[src/hdl/ttw_pkg.sv]
// Shared types and constants for the trend time-to-threshold warner.
// Used by ttw_regs, ttw_proj and the top level; no dependencies.
package ttw_pkg;

	localparam int ADDR_W = 5;
	localparam int DATA_W = 32;
	localparam int NUM_W  = 16;
	localparam int DT_W   = 32;
	localparam int PROD_W = NUM_W + DT_W;
	localparam int DK_W   = 26;
	localparam int SEC_W  = 16;
	localparam int METRICS = 3;

	localparam logic [2:0] REG_OXY_LOW  = 3'd0;
	localparam logic [2:0] REG_PRS_LOW  = 3'd1;
	localparam logic [2:0] REG_PRS_HIGH = 3'd2;
	localparam logic [2:0] REG_THM_LOW  = 3'd3;
	localparam logic [2:0] REG_THM_HIGH = 3'd4;
	localparam logic [2:0] REG_HORIZON  = 3'd5;

	localparam logic [1:0] M_OXY = 2'd0;
	localparam logic [1:0] M_PRS = 2'd1;
	localparam logic [1:0] M_THM = 2'd2;

	typedef struct packed {
		logic        [13:0] oxy_low;
		logic        [14:0] prs_low;
		logic        [14:0] prs_high;
		logic signed [15:0] thm_low;
		logic signed [15:0] thm_high;
		logic        [15:0] horizon;
	} cfg_t;

	typedef struct packed {
		logic             start;
		logic [NUM_W-1:0] num;
		logic [NUM_W-1:0] den;
	} proj_req_t;

	typedef struct packed {
		logic             done;
		logic             trend;
		logic [SEC_W-1:0] secs;
	} proj_rsp_t;

	typedef struct packed {
		logic        [31:0] time_ms;
		logic        [13:0] oxygen;
		logic        [14:0] pressure;
		logic signed [15:0] thermal;
	} hist_t;

endpackage

[src/hdl/ttw_regs.sv]
// Configuration register file on an APB-style port.
// Depends on ttw_pkg for cfg_t and the register indexes.
module ttw_regs import ttw_pkg::*; (
	input  logic              clk,
	input  logic              arst_n,
	input  logic              psel,
	input  logic              penable,
	input  logic              pwrite,
	input  logic [ADDR_W-1:0] paddr,
	input  logic [DATA_W-1:0] pwdata,
	output logic [DATA_W-1:0] prdata,
	output logic              pready,
	output cfg_t              cfg
);

	cfg_t       cfg_q;
	logic [2:0] idx;
	logic       wr;

	assign idx    = paddr[4:2];
	assign wr     = psel & penable & pwrite;
	assign pready = 1'b1;
	assign cfg    = cfg_q;

	always_ff @(posedge clk or negedge arst_n) begin
		if (!arst_n) begin
			cfg_q.oxy_low  <= 14'd1900;
			cfg_q.prs_low  <= 15'd2900;
			cfg_q.prs_high <= 15'd10500;
			cfg_q.thm_low  <= 16'sd1000;
			cfg_q.thm_high <= 16'sd3500;
			cfg_q.horizon  <= 16'd120;
		end else if (wr) begin
			case (idx)
				REG_OXY_LOW:  cfg_q.oxy_low  <= pwdata[13:0];
				REG_PRS_LOW:  cfg_q.prs_low  <= pwdata[14:0];
				REG_PRS_HIGH: cfg_q.prs_high <= pwdata[14:0];
				REG_THM_LOW:  cfg_q.thm_low  <= pwdata[15:0];
				REG_THM_HIGH: cfg_q.thm_high <= pwdata[15:0];
				REG_HORIZON:  cfg_q.horizon  <= pwdata[15:0];
				default: ;
			endcase
		end
	end

	always_comb begin
		case (idx)
			REG_OXY_LOW:  prdata = {18'b0, cfg_q.oxy_low};
			REG_PRS_LOW:  prdata = {17'b0, cfg_q.prs_low};
			REG_PRS_HIGH: prdata = {17'b0, cfg_q.prs_high};
			REG_THM_LOW:  prdata = {16'b0, cfg_q.thm_low};
			REG_THM_HIGH: prdata = {16'b0, cfg_q.thm_high};
			REG_HORIZON:  prdata = {16'b0, cfg_q.horizon};
			default:      prdata = '0;
		endcase
	end

endmodule

[src/hdl/ttw_proj.sv]
// Shared projection unit: one multiply, then a restoring divide, one quotient bit a cycle.
// Decides num*dt <= horizon*den*1000 and gives the truncated seconds. Depends on ttw_pkg.
module ttw_proj import ttw_pkg::*; (
	input  logic             clk,
	input  logic             arst_n,
	input  proj_req_t        req,
	input  logic [DT_W-1:0]  dt,
	input  logic [SEC_W-1:0] horizon,
	output proj_rsp_t        rsp
);

	localparam int CNT_W = $clog2(SEC_W);

	typedef enum logic [4:0] {
		P_IDLE = 5'b00001,
		P_MUL  = 5'b00010,
		P_CHK  = 5'b00100,
		P_DIV  = 5'b01000,
		P_FIN  = 5'b10000
	} pstate_t;

	pstate_t            state_q;
	logic [CNT_W-1:0]   cnt_q;
	logic [NUM_W-1:0]   num_q;
	logic [NUM_W-1:0]   den_q;
	logic [PROD_W-1:0]  prod_q;
	logic [DK_W-1:0]    dk_q;
	logic [DK_W-1:0]    rem_q;
	logic [SEC_W-1:0]   lo_q;
	logic               done_q;
	logic               trend_q;
	logic [SEC_W-1:0]   secs_q;
	logic [DK_W:0]      trial;
	logic               qbit;
	logic               ovf;

	assign trial = {rem_q, lo_q[SEC_W-1]};
	assign qbit  = (trial >= {1'b0, dk_q});
	assign ovf   = (prod_q[PROD_W-1:SEC_W] >= {6'b0, dk_q});
	assign rsp   = {done_q, trend_q, secs_q};

	always_ff @(posedge clk or negedge arst_n) begin
		if (!arst_n) begin
			state_q <= P_IDLE;
			cnt_q   <= '0;
			done_q  <= 1'b0;
		end else begin
			done_q <= ((state_q == P_CHK) && ovf) || (state_q == P_FIN);
			case (state_q)
				P_IDLE: if (req.start) state_q <= P_MUL;
				P_MUL:  state_q <= P_CHK;
				P_CHK: begin
					cnt_q   <= '0;
					state_q <= ovf ? P_IDLE : P_DIV;
				end
				P_DIV: begin
					cnt_q <= cnt_q + 1'b1;
					if (cnt_q == CNT_W'(SEC_W - 1)) state_q <= P_FIN;
				end
				P_FIN:   state_q <= P_IDLE;
				default: state_q <= P_IDLE;
			endcase
		end
	end

	always_ff @(posedge clk) begin
		case (state_q)
			P_IDLE: begin
				num_q <= req.num;
				den_q <= req.den;
			end
			P_MUL: begin
				prod_q <= PROD_W'(num_q) * PROD_W'(dt);
				dk_q   <= {den_q, 10'b0} - DK_W'({den_q, 4'b0}) - DK_W'({den_q, 3'b0});
			end
			P_CHK: begin
				rem_q   <= prod_q[SEC_W+DK_W-1:SEC_W];
				lo_q    <= prod_q[SEC_W-1:0];
				trend_q <= 1'b0;
				secs_q  <= '0;
			end
			P_DIV: begin
				rem_q <= qbit ? DK_W'(trial - {1'b0, dk_q}) : trial[DK_W-1:0];
				lo_q  <= {lo_q[SEC_W-2:0], qbit};
			end
			P_FIN: begin
				trend_q <= (lo_q < horizon) || ((lo_q == horizon) && (rem_q == '0));
				secs_q  <= lo_q;
			end
			default: ;
		endcase
	end

endmodule

[src/hdl/trend_time_to_threshold_warner_unit.sv]
// Trend time-to-threshold warner top level: sequencer, unit history and result register.
// Sequence: read, then a select step for each metric in turn; a first sample or a zero time step
// goes from its first select straight to done, and a trending metric takes a pass on the shared
// multiply/divide unit (multiply, check, its 16-step divider, finish; no divide on a 16-bit overflow).
// Throughput: one sample at a time, taken only in idle; a waiting result stalls the next commit only.
// Reset: asynchronous, clears flags, control and registers to defaults. Uses ttw_pkg/regs/proj.
module trend_time_to_threshold_warner_unit import ttw_pkg::*; #(
	parameter int UNITS = 8
) (
	input  logic              clk,
	input  logic              arst_n,
	input  logic              psel,
	input  logic              penable,
	input  logic              pwrite,
	input  logic [ADDR_W-1:0] paddr,
	input  logic [DATA_W-1:0] pwdata,
	output logic [DATA_W-1:0] prdata,
	output logic              pready,
	input  logic              sample_valid,
	output logic              sample_ready,
	input  logic [2:0]        unit_index,
	input  logic [31:0]       time_ms,
	input  logic [13:0]       oxygen_sample,
	input  logic [14:0]       pressure_sample,
	input  logic signed [15:0] thermal_sample,
	output logic              result_valid,
	input  logic              result_ready,
	output logic [2:0]        unit_echo,
	output logic              oxygen_warn,
	output logic [15:0]       oxygen_seconds,
	output logic              pressure_warn,
	output logic [15:0]       pressure_seconds,
	output logic              thermal_warn,
	output logic [15:0]       thermal_seconds
);

	localparam int UW = (UNITS > 1) ? $clog2(UNITS) : 1;

	typedef enum logic [4:0] {
		S_IDLE = 5'b00001,
		S_READ = 5'b00010,
		S_SEL  = 5'b00100,
		S_WAIT = 5'b01000,
		S_DONE = 5'b10000
	} state_t;

	cfg_t       cfg;
	proj_req_t  req;
	proj_rsp_t  rsp;

	state_t              state_q;
	logic                req_start_q;
	logic [NUM_W-1:0]    req_num_q;
	logic [NUM_W-1:0]    req_den_q;
	logic [1:0]          m_q;
	logic [UW-1:0]       idx_q;
	logic                inr_q;
	logic [2:0]          unit_q;
	hist_t               cur_q;
	hist_t               rd_q;
	hist_t               mem [UNITS];
	logic [UNITS-1:0]    seen_q;
	logic [2:0]          warned_q [UNITS];
	logic [2:0]          trend_q;
	logic [SEC_W-1:0]    secs_q [METRICS];

	logic [DT_W-1:0]     dt;
	logic                active;
	logic                commit;
	logic signed [16:0]  prev, cur, lim_lo, lim_hi;
	logic                has_hi, fall, rise;
	logic signed [16:0]  num_d, den_d;
	logic [2:0]          fire;

	ttw_regs u_regs (
		.clk     (clk),
		.arst_n  (arst_n),
		.psel    (psel),
		.penable (penable),
		.pwrite  (pwrite),
		.paddr   (paddr),
		.pwdata  (pwdata),
		.prdata  (prdata),
		.pready  (pready),
		.cfg     (cfg)
	);

	ttw_proj u_proj (
		.clk     (clk),
		.arst_n  (arst_n),
		.req     (req),
		.dt      (dt),
		.horizon (cfg.horizon),
		.rsp     (rsp)
	);

	assign req          = {req_start_q, req_num_q, req_den_q};
	assign sample_ready = (state_q == S_IDLE);
	assign dt           = cur_q.time_ms - rd_q.time_ms;
	assign active       = inr_q && seen_q[idx_q] && (dt != '0);
	assign commit       = (state_q == S_DONE) && (!result_valid || result_ready);
	assign fire         = trend_q & ~warned_q[idx_q];

	always_comb begin
		has_hi = 1'b1;
		case (m_q)
			M_OXY: begin
				prev   = {3'b0, rd_q.oxygen};
				cur    = {3'b0, cur_q.oxygen};
				lim_lo = {3'b0, cfg.oxy_low};
				lim_hi = '0;
				has_hi = 1'b0;
			end
			M_PRS: begin
				prev   = {2'b0, rd_q.pressure};
				cur    = {2'b0, cur_q.pressure};
				lim_lo = {2'b0, cfg.prs_low};
				lim_hi = {2'b0, cfg.prs_high};
			end
			M_THM: begin
				prev   = {rd_q.thermal[15], rd_q.thermal};
				cur    = {cur_q.thermal[15], cur_q.thermal};
				lim_lo = {cfg.thm_low[15], cfg.thm_low};
				lim_hi = {cfg.thm_high[15], cfg.thm_high};
			end
			default: begin
				prev   = '0;
				cur    = '0;
				lim_lo = '0;
				lim_hi = '0;
				has_hi = 1'b0;
			end
		endcase
		fall  = (cur < prev) && (cur > lim_lo);
		rise  = has_hi && (cur > prev) && (cur < lim_hi);
		num_d = fall ? (cur - lim_lo) : (lim_hi - cur);
		den_d = fall ? (prev - cur) : (cur - prev);
	end

	always_ff @(posedge clk or negedge arst_n) begin
		if (!arst_n) begin
			state_q      <= S_IDLE;
			m_q          <= M_OXY;
			req_start_q  <= 1'b0;
			result_valid <= 1'b0;
			seen_q       <= '0;
			for (int i = 0; i < UNITS; i++) warned_q[i] <= '0;
		end else begin
			req_start_q  <= (state_q == S_SEL) && active && (fall || rise);
			result_valid <= commit || (result_valid && !result_ready);
			case (state_q)
				S_IDLE: if (sample_valid) state_q <= S_READ;
				S_READ: begin
					m_q     <= M_OXY;
					state_q <= S_SEL;
				end
				S_SEL: begin
					if (!active) begin
						state_q <= S_DONE;
					end else if (fall || rise) begin
						state_q <= S_WAIT;
					end else if (m_q == M_THM) begin
						state_q <= S_DONE;
					end else begin
						m_q <= m_q + 1'b1;
					end
				end
				S_WAIT: if (rsp.done) begin
					if (m_q == M_THM) begin
						state_q <= S_DONE;
					end else begin
						m_q     <= m_q + 1'b1;
						state_q <= S_SEL;
					end
				end
				S_DONE: if (commit) begin
					state_q <= S_IDLE;
					if (inr_q) seen_q[idx_q] <= 1'b1;
					if (active) warned_q[idx_q] <= trend_q;
				end
				default: state_q <= S_IDLE;
			endcase
		end
	end

	always_ff @(posedge clk) begin
		rd_q <= mem[idx_q];
		if (commit && inr_q) mem[idx_q] <= cur_q;
	end

	always_ff @(posedge clk) begin
		if (sample_ready && sample_valid) begin
			idx_q            <= UW'(unit_index);
			inr_q            <= (32'(unit_index) < 32'(UNITS));
			unit_q           <= unit_index;
			cur_q.time_ms    <= time_ms;
			cur_q.oxygen     <= oxygen_sample;
			cur_q.pressure   <= pressure_sample;
			cur_q.thermal    <= thermal_sample;
			trend_q          <= '0;
		end
		req_num_q <= num_d[NUM_W-1:0];
		req_den_q <= den_d[NUM_W-1:0];
		if (state_q == S_SEL && active && !(fall || rise)) trend_q[m_q] <= 1'b0;
		if (state_q == S_WAIT && rsp.done) begin
			trend_q[m_q] <= rsp.trend;
			secs_q[m_q]  <= rsp.secs;
		end
		if (commit) begin
			unit_echo        <= unit_q;
			oxygen_warn      <= active & fire[0];
			oxygen_seconds   <= (active & fire[0]) ? secs_q[0] : '0;
			pressure_warn    <= active & fire[1];
			pressure_seconds <= (active & fire[1]) ? secs_q[1] : '0;
			thermal_warn     <= active & fire[2];
			thermal_seconds  <= (active & fire[2]) ? secs_q[2] : '0;
		end
	end

endmodule

[config.mk]
export PLATFORM = sky130hd
export DESIGN_NAME = trend_time_to_threshold_warner_unit
export DESIGN_NICKNAME = d
export VERILOG_FILES = /design/src/hdl/ttw_pkg.sv /design/src/hdl/ttw_regs.sv /design/src/hdl/ttw_proj.sv /design/src/hdl/trend_time_to_threshold_warner_unit.sv
export SDC_FILE = /design/constraint.sdc
export NUM_CORES = 2
export LEC_CHECK = 0
export ABC_CLOCK_PERIOD_IN_PS = 8400
export BUFFER_PORTS_ARGS = -buffer_cell sky130_fd_sc_hd__buf_4
export CAP_MARGIN = 5
export CORE_UTILIZATION = 42
export CTS_CLUSTER_DIAMETER = 100
export DETAILED_ROUTE_END_ITERATION = 7
export SLEW_MARGIN = 20
export SYNTH_ARGS = -nofsm -noshare
export SYNTH_HDL_FRONTEND = slang
export SYNTH_HIERARCHICAL = 1
export SYNTH_SLANG_ARGS = --single-unit
[constraint.sdc]
create_clock -name clk -period 8.4 [get_ports clk]
set_input_delay 0 -clock clk [delete_from_list [all_inputs] [get_ports clk]]
set_output_delay 0 -clock clk [all_outputs]
set_load 0.1 [all_outputs]
---- After elaboration in Yosys (flattened, before gate mapping) ----
Memory sizes are Yosys's and may differ from the RTL's. A register that Yosys moved wholly into a read port is not among the register bits.
Index checks and enable logic that the tools add are counted.
word-level totals
  flip-flop bits (word level) ............. 429
  bits in writable memories ............... 664
  input bits .............................. 124
  output and inout port bits .............. 89
  word-level logic and storage cells ...... 203
  memories ................................ 2
cells by class
  $add $sub $neg .......................... 10
  multiply operators ...................... 1
  $lt $le $gt $ge ......................... 13
  eq/ne operators ......................... 27
  muxes and demuxes ....................... 51
  bitwise operators ....................... 11
  reduce and logical (&&, ||, !) cells .... 46
memory list
  memory  depth  width  read ports  clocked after Yosys merged registers in  write ports  line                                       RTL
  mem     8      77     1           1                                        1            trend_time_to_threshold_warner_unit.sv:61  hist_t mem [UNITS];
  secs_q  3      16     3           3                                        1            trend_time_to_threshold_warner_unit.sv:65  logic [SEC_W-1:0] secs_q [METRICS];
operator list
  cell                                 number
  one-hot mux 17 bit (3 select lines)  3
  one-hot mux 16 bit (6 select lines)  1
  one-hot mux 16 bit (2 select lines)  2
  subtractor 16 bit                    4
  one-hot mux 26 bit (2 select lines)  1
  multiplier 16 x 32 -> 48 bit         1
  two-way mux 5 bit                    9
  greater-than comparator 17 bit       2
  < comparator 17 bit                  2
  one-hot mux 17 bit (2 select lines)  1
  >= comparator 32 x 26 -> 1 bit       1
  two-way mux 16 bit                   2
  nonzero test 32 bit                  1
  subtractor 32 bit                    1
  >= comparator 27 x 26 -> 1 bit       1
  zero test 26 bit                     1
  two-way mux 26 bit                   1
  subtractor 26 x 19 -> 26 bit         1
  subtractor 26 x 20 -> 26 bit         1
  subtractor 26 bit                    1
  one-hot mux 5 bit (5 select lines)   1
  bitwise mux 24 bit                   1
  one-hot mux 5 bit (4 select lines)   1
  two-way mux 3 bit                    6
  other kinds (52)                     113

---- Depth between registers and ports, before layout ----
  depth in word-level cells ............... 11
  depth in mapped cells ................... 35
  mapped depth without buffers ............ 33

---- Cells and area by module ----
The synthesis kept the hierarchy.
modules (own cells, without submodules)
  module                               instances  cells an instance  area an instance (sq um)  sequential area each (sq um)
  trend_time_to_threshold_warner_unit  1          2601               38116.6                   27232.4
  ttw_proj                             1          2720               25871.1                   5116.2
  ttw_regs                             1          323                4540.6                    2344.7

---- Worst setup path before layout ----
OpenSTA, ideal clock, no wires.
  path type ............................... register -> register
  start ................................... reg cur_q[45] (netlist bit)
  end ..................................... reg u_proj.prod_q[43] (data pin)
  library setup time ...................... 0.263 ns
  arrival time ............................ 8.079 ns
  required time ........................... 8.137 ns
  path slack .............................. 0.058 ns
  stages on the path, launching flop included .. 33
  path buffers ............................ 1
  period minus slack after synthesis ...... 8.342 ns
  path through ............................ edfxtp_1 > inv_1 > ha_1 > inv_1 > fa_1 > a21o_1 > a221oi_2 > o21ai_1 > o21ai_1 > o21bai_1 > a311o_1 > and2_1 > clkbuf_1 > nand2_1 > fa_1 > fa_1 > fa_1 > inv_1 > fa_1 > fa_1 > inv_1 > fa_1 > inv_1 > ha_1 > o21ai_0 > o22ai_1 > a2111oi_0 > a211oi_2 > a41oi_2 > o21ai_1 > a41o_1 > a21oi_2 > xnor2_1
on the way
  longest elaborated chain between the ends .. 2
RTL lines
  item                          line                                       RTL
  start, declared               trend_time_to_threshold_warner_unit.sv:59  hist_t cur_q;
  subtractor 32 bit             trend_time_to_threshold_warner_unit.sv:99  assign dt = cur_q.time_ms - rd_q.time_ms;
  via dt[20]                    trend_time_to_threshold_warner_unit.sv:67  logic [DT_W-1:0] dt;
  multiplier 16 x 32 -> 48 bit  ttw_proj.sv:73                             prod_q <= PROD_W'(num_q) * PROD_W'(dt);
  end signal, assigned          ttw_proj.sv:73
  end, declared                 ttw_proj.sv:26                             logic [PROD_W-1:0] prod_q;
The timed path passes the listed nets, and every way through them passes these cells.
A chain may end at the register's enable or synchronous reset.

---- Worst setup path in the final report ----
Same ends and word-level chain as after synthesis.

==> run_results.csv <==
group,metric,value,unit
hold_path,min_from,"pwdata[14]",
logic_synthesis,syn-instance-count,5644,
worst_setup_path,r2r_setup_slack,0.25,ns
route,final_antenna_net_count,0,
placed_design,hpwlAfterDp,130000,um
route,firstDrtPassIters,5,
worst_setup_path,rr_startpoint,"cur_q[45]",
die,core,161000,sq um
worst_setup_path,setup.worst_path.end_class,"flip-flop",
route,wl_per_cell,21.9,um
route,m1WireLength,81200,um
worst_setup_path,cp-startpoint,"cur_q[45]",
worst_setup_path,cp_max_fo,8,
cts,cts_buffers,130,
cts,clock_sinks,1215,
worst_setup_path,timing.critical_path.from_type,"flip-flop",
logic_synthesis,synth-seq-cells,1215,
worst_setup_path,slowest_stage,"fa_1",
placed_design,io_buffer_count,177,
hold_path,hold_end,"u_regs/cfg[77]",
job,maxCapViolations,0,
sta,max_freq,123,MHz
global_route,grt_pass1_wl,286000,um
route,dr_wl_met2,90500,um
logic_synthesis,syn_area,68500,sq um
placed_design,routabilityCongestion,0.894,
sta,worst_pin_slew,1.25,ns
logic_synthesis,ys_warn_count,6,
logic_synthesis,postSynthAreaPerCell,12.1,sq um
logic_synthesis,yosysSeqAreaShare,50.6,%
die,die_h,406,um
cts,cts_tree,"built",
route,via_count,45900,
route,wl_met3,9980,um
sta,rsz0062_at_grt,"yes",
die,io_pins,213,
logic_synthesis,ys_types,96,
route,routed_wl,187000,um
hold_path,hold_depth,3,
global_route,antenna_found_initial,2,
sta,slew_violations,0,
cells_and_area,layout_commonest_cell,"edfxtp_1",
cells_and_area,design_area,81500,sq um
route,via_per_inst,5.40,
die,initial_utilization,42.5,%
global_route,grt_max_degree,73,
logic_synthesis,synthFlopType,"edfxtp_1",
worst_setup_path,cp.required,8.93,ns
worst_setup_path,arrival,8.68,ns
worst_setup_path,critPathMaxStageDelay,0.55,ns
outcome,status,"finished, final reports clean",
cells_and_area,nets,7122,
sta,relSlewSlack,16.8,%
worst_setup_path,r2r_cells,35,
cts,clk_pin_slew,0.06,ns
sta,skew,0.0593,ns
sta,layout_setup_ws,0.255,ns
logic_synthesis,async_reset_ff_share,11.8,%
placed_design,postPlaceCellArea,74100,sq um
worst_setup_path,path_class,"flip-flop to flip-flop",
hold_path,hp-class,"input pin to flip-flop",
route,drtIter0Drc,3258,
cts,clk_latency,0.80,ns
cts,root_buffer,"clkbuf_16",
route,remaining_drc_errors,0,
worst_setup_path,cpMostUsedCell,"fa_1",
cells_and_area,diodes,0,
sta,hold_violations,0,
die,die_area,165000,sq um
global_route,track_usage,22.8,%
cts,htree_levels,4,
global_route,grt_pass1_vias,47400,
route,top_layer,"met4",
cells_and_area,final_cell_mix,"960 x edfxtp_1, 605 x inv_1, 596 x nand2_1",
global_route,grt-ovfl-total,0,
cts,cts.path.max_buffers,3,
placed_design,place_ws,-0.253,ns
sta,period_share,97.0,%
die,rows,147,
sta,holdWs,0.0556,ns
worst_setup_path,reg2reg_to,"u_proj/prod_q[43]",
logic_synthesis,synth_enable_flop_cells,960,
sta,period_minus_slack,8.15,ns
die,dieWidth,406,um
cells_and_area,area_delta_synth_final,18.9,%
cells_and_area,drive_gt1_share,16.8,%
sta,finalSetupViolCount,0,
critical path: cells and delay by family (launching register included):
family                     cells  cell delay [ns]
DFF                            1             0.40
AOI/OAI and AO/OA             10             1.78
buffers and inverters         11             1.04
adders and majority gates      9             3.82
and+or+nand+nor                3             0.47
xor gates and xnor gates       2             0.35
stage by stage:
stage          cells  TNS [ns]  util [%]
6_report        8506         0      50.5
3_5_place_dp    8038     -1.16      45.9
2_1_floorplan   5659         0         -
5_1_grt         8506    -0.367      50.5
4_1_cts         8479         0      50.0
3_3_place_gp    8038    -0.412      45.9
Yosys cell counts, types with 20 or more instances:
| cell | number | area, sq um |
|---|---|---|
| nor2_1 | 133 | 499 |
| o21ai_1 | 26 | 130 |
| clkbuf_1 | 218 | 818 |
| inv_1 | 612 | 2300 |
| o21a_1 | 37 | 278 |
| or2_2 | 35 | 219 |
| mux2i_1 | 42 | 420 |
| ha_1 | 326 | 4080 |
| fa_1 | 432 | 8650 |
| and2_1 | 284 | 1780 |
| a22oi_1 | 324 | 2430 |
| xor2_1 | 56 | 490 |
| a21o_1 | 101 | 758 |
| a21oi_1 | 204 | 1020 |
| dfrtp_1 | 107 | 2680 |
| dfstp_2 | 36 | 946 |
| a22o_1 | 20 | 175 |
| a31oi_1 | 22 | 138 |
| buf_4 | 24 | 180 |
| nand3_1 | 40 | 200 |
| nand4_1 | 104 | 651 |
| xnor2_1 | 100 | 876 |
| mux2_2 | 116 | 1310 |
| o21bai_1 | 22 | 165 |
| nor2b_1 | 38 | 238 |
| o21ai_0 | 104 | 521 |
| edfxtp_1 | 960 | 28800 |
| nand2b_1 | 24 | 150 |
| dfxtp_1 | 112 | 2240 |
| nor3_1 | 42 | 210 |
| nand2_1 | 599 | 2250 |
flip-flops by register name, indices dropped and copies added, names as in the netlist, 16 cells and up:
signal and flops:
warned_q 24, u_proj/lo_q 16, oxygen_seconds 16, u_proj/secs_q 16, u_proj/rem_q 26, u_proj/dk_q 23
u_proj/num_q 16, secs_q 48, pressure_seconds 16, u_proj/prod_q 48, thermal_seconds 16, u_proj/den_q 16
cur_q 77, mem 616, rd_q 77, u_regs/cfg 92, req_den_q 16, req_num_q 16
final cells by class:
type | count | area, sq um
Fill cell | 14200 | 79800
Sequential cell | 1215 | 34700
Multi-Input combinational cell | 3556 | 31100
Timing Repair Buffer | 725 | 6200
Clock buffer | 162 | 3530
Tap cell | 2160 | 2700
Inverter | 612 | 2300
Clock inverter | 76 | 925
layer usage:
layer	track usage, %	up-vias
met5	0	-
met4	6.45	0
met3	3.15	250
met2	38.2	1323
met1	30.8	23300
li1	-	21000
cells by family after synthesis:
logic type	Yosys count	share of synthesized area [%]
AO/OA/AOI/OAI	1047	10.6
XOR/XNOR	156	1.99
adder cells (fa/ha/maj)	758	18.6
buffers and inverters	888	5.11
flip-flops	1215	50.6
multiplexers	177	2.83
other	2	0.0110
AND/OR/NAND/NOR	1401	10.2
what timing repair did:
action / CTS / global route
setup buffers: 2 / 25
resized for setup: 20 / 104
pin swaps: 4 / 79
cloned: 0 / 2
endpoints found under the hold margin: 285 / 0
hold buffers: 201 / 0
endpoints found under the setup margin: 11 / 25
how the worst max path moves through the flow:
stage | endpoint | slack, ns | cells past startpoint
2_1_floorplan | u_proj/prod_q[43] | 0.06 | 32
3_3_place_gp | u_proj/prod_q[43] | -0.13 | 34
3_5_place_dp | u_proj/prod_q[43] | -0.25 | 33
4_1_cts | u_proj/prod_q[45] | 0.04 | 33
5_1_grt | u_proj/prod_q[44] | -0.07 | 36
6_report | u_proj/prod_q[43] | 0.25 | 35
Power is not shown: default switching activity piles up to over one toggle a cycle in this logic, so the estimate is an artifact.
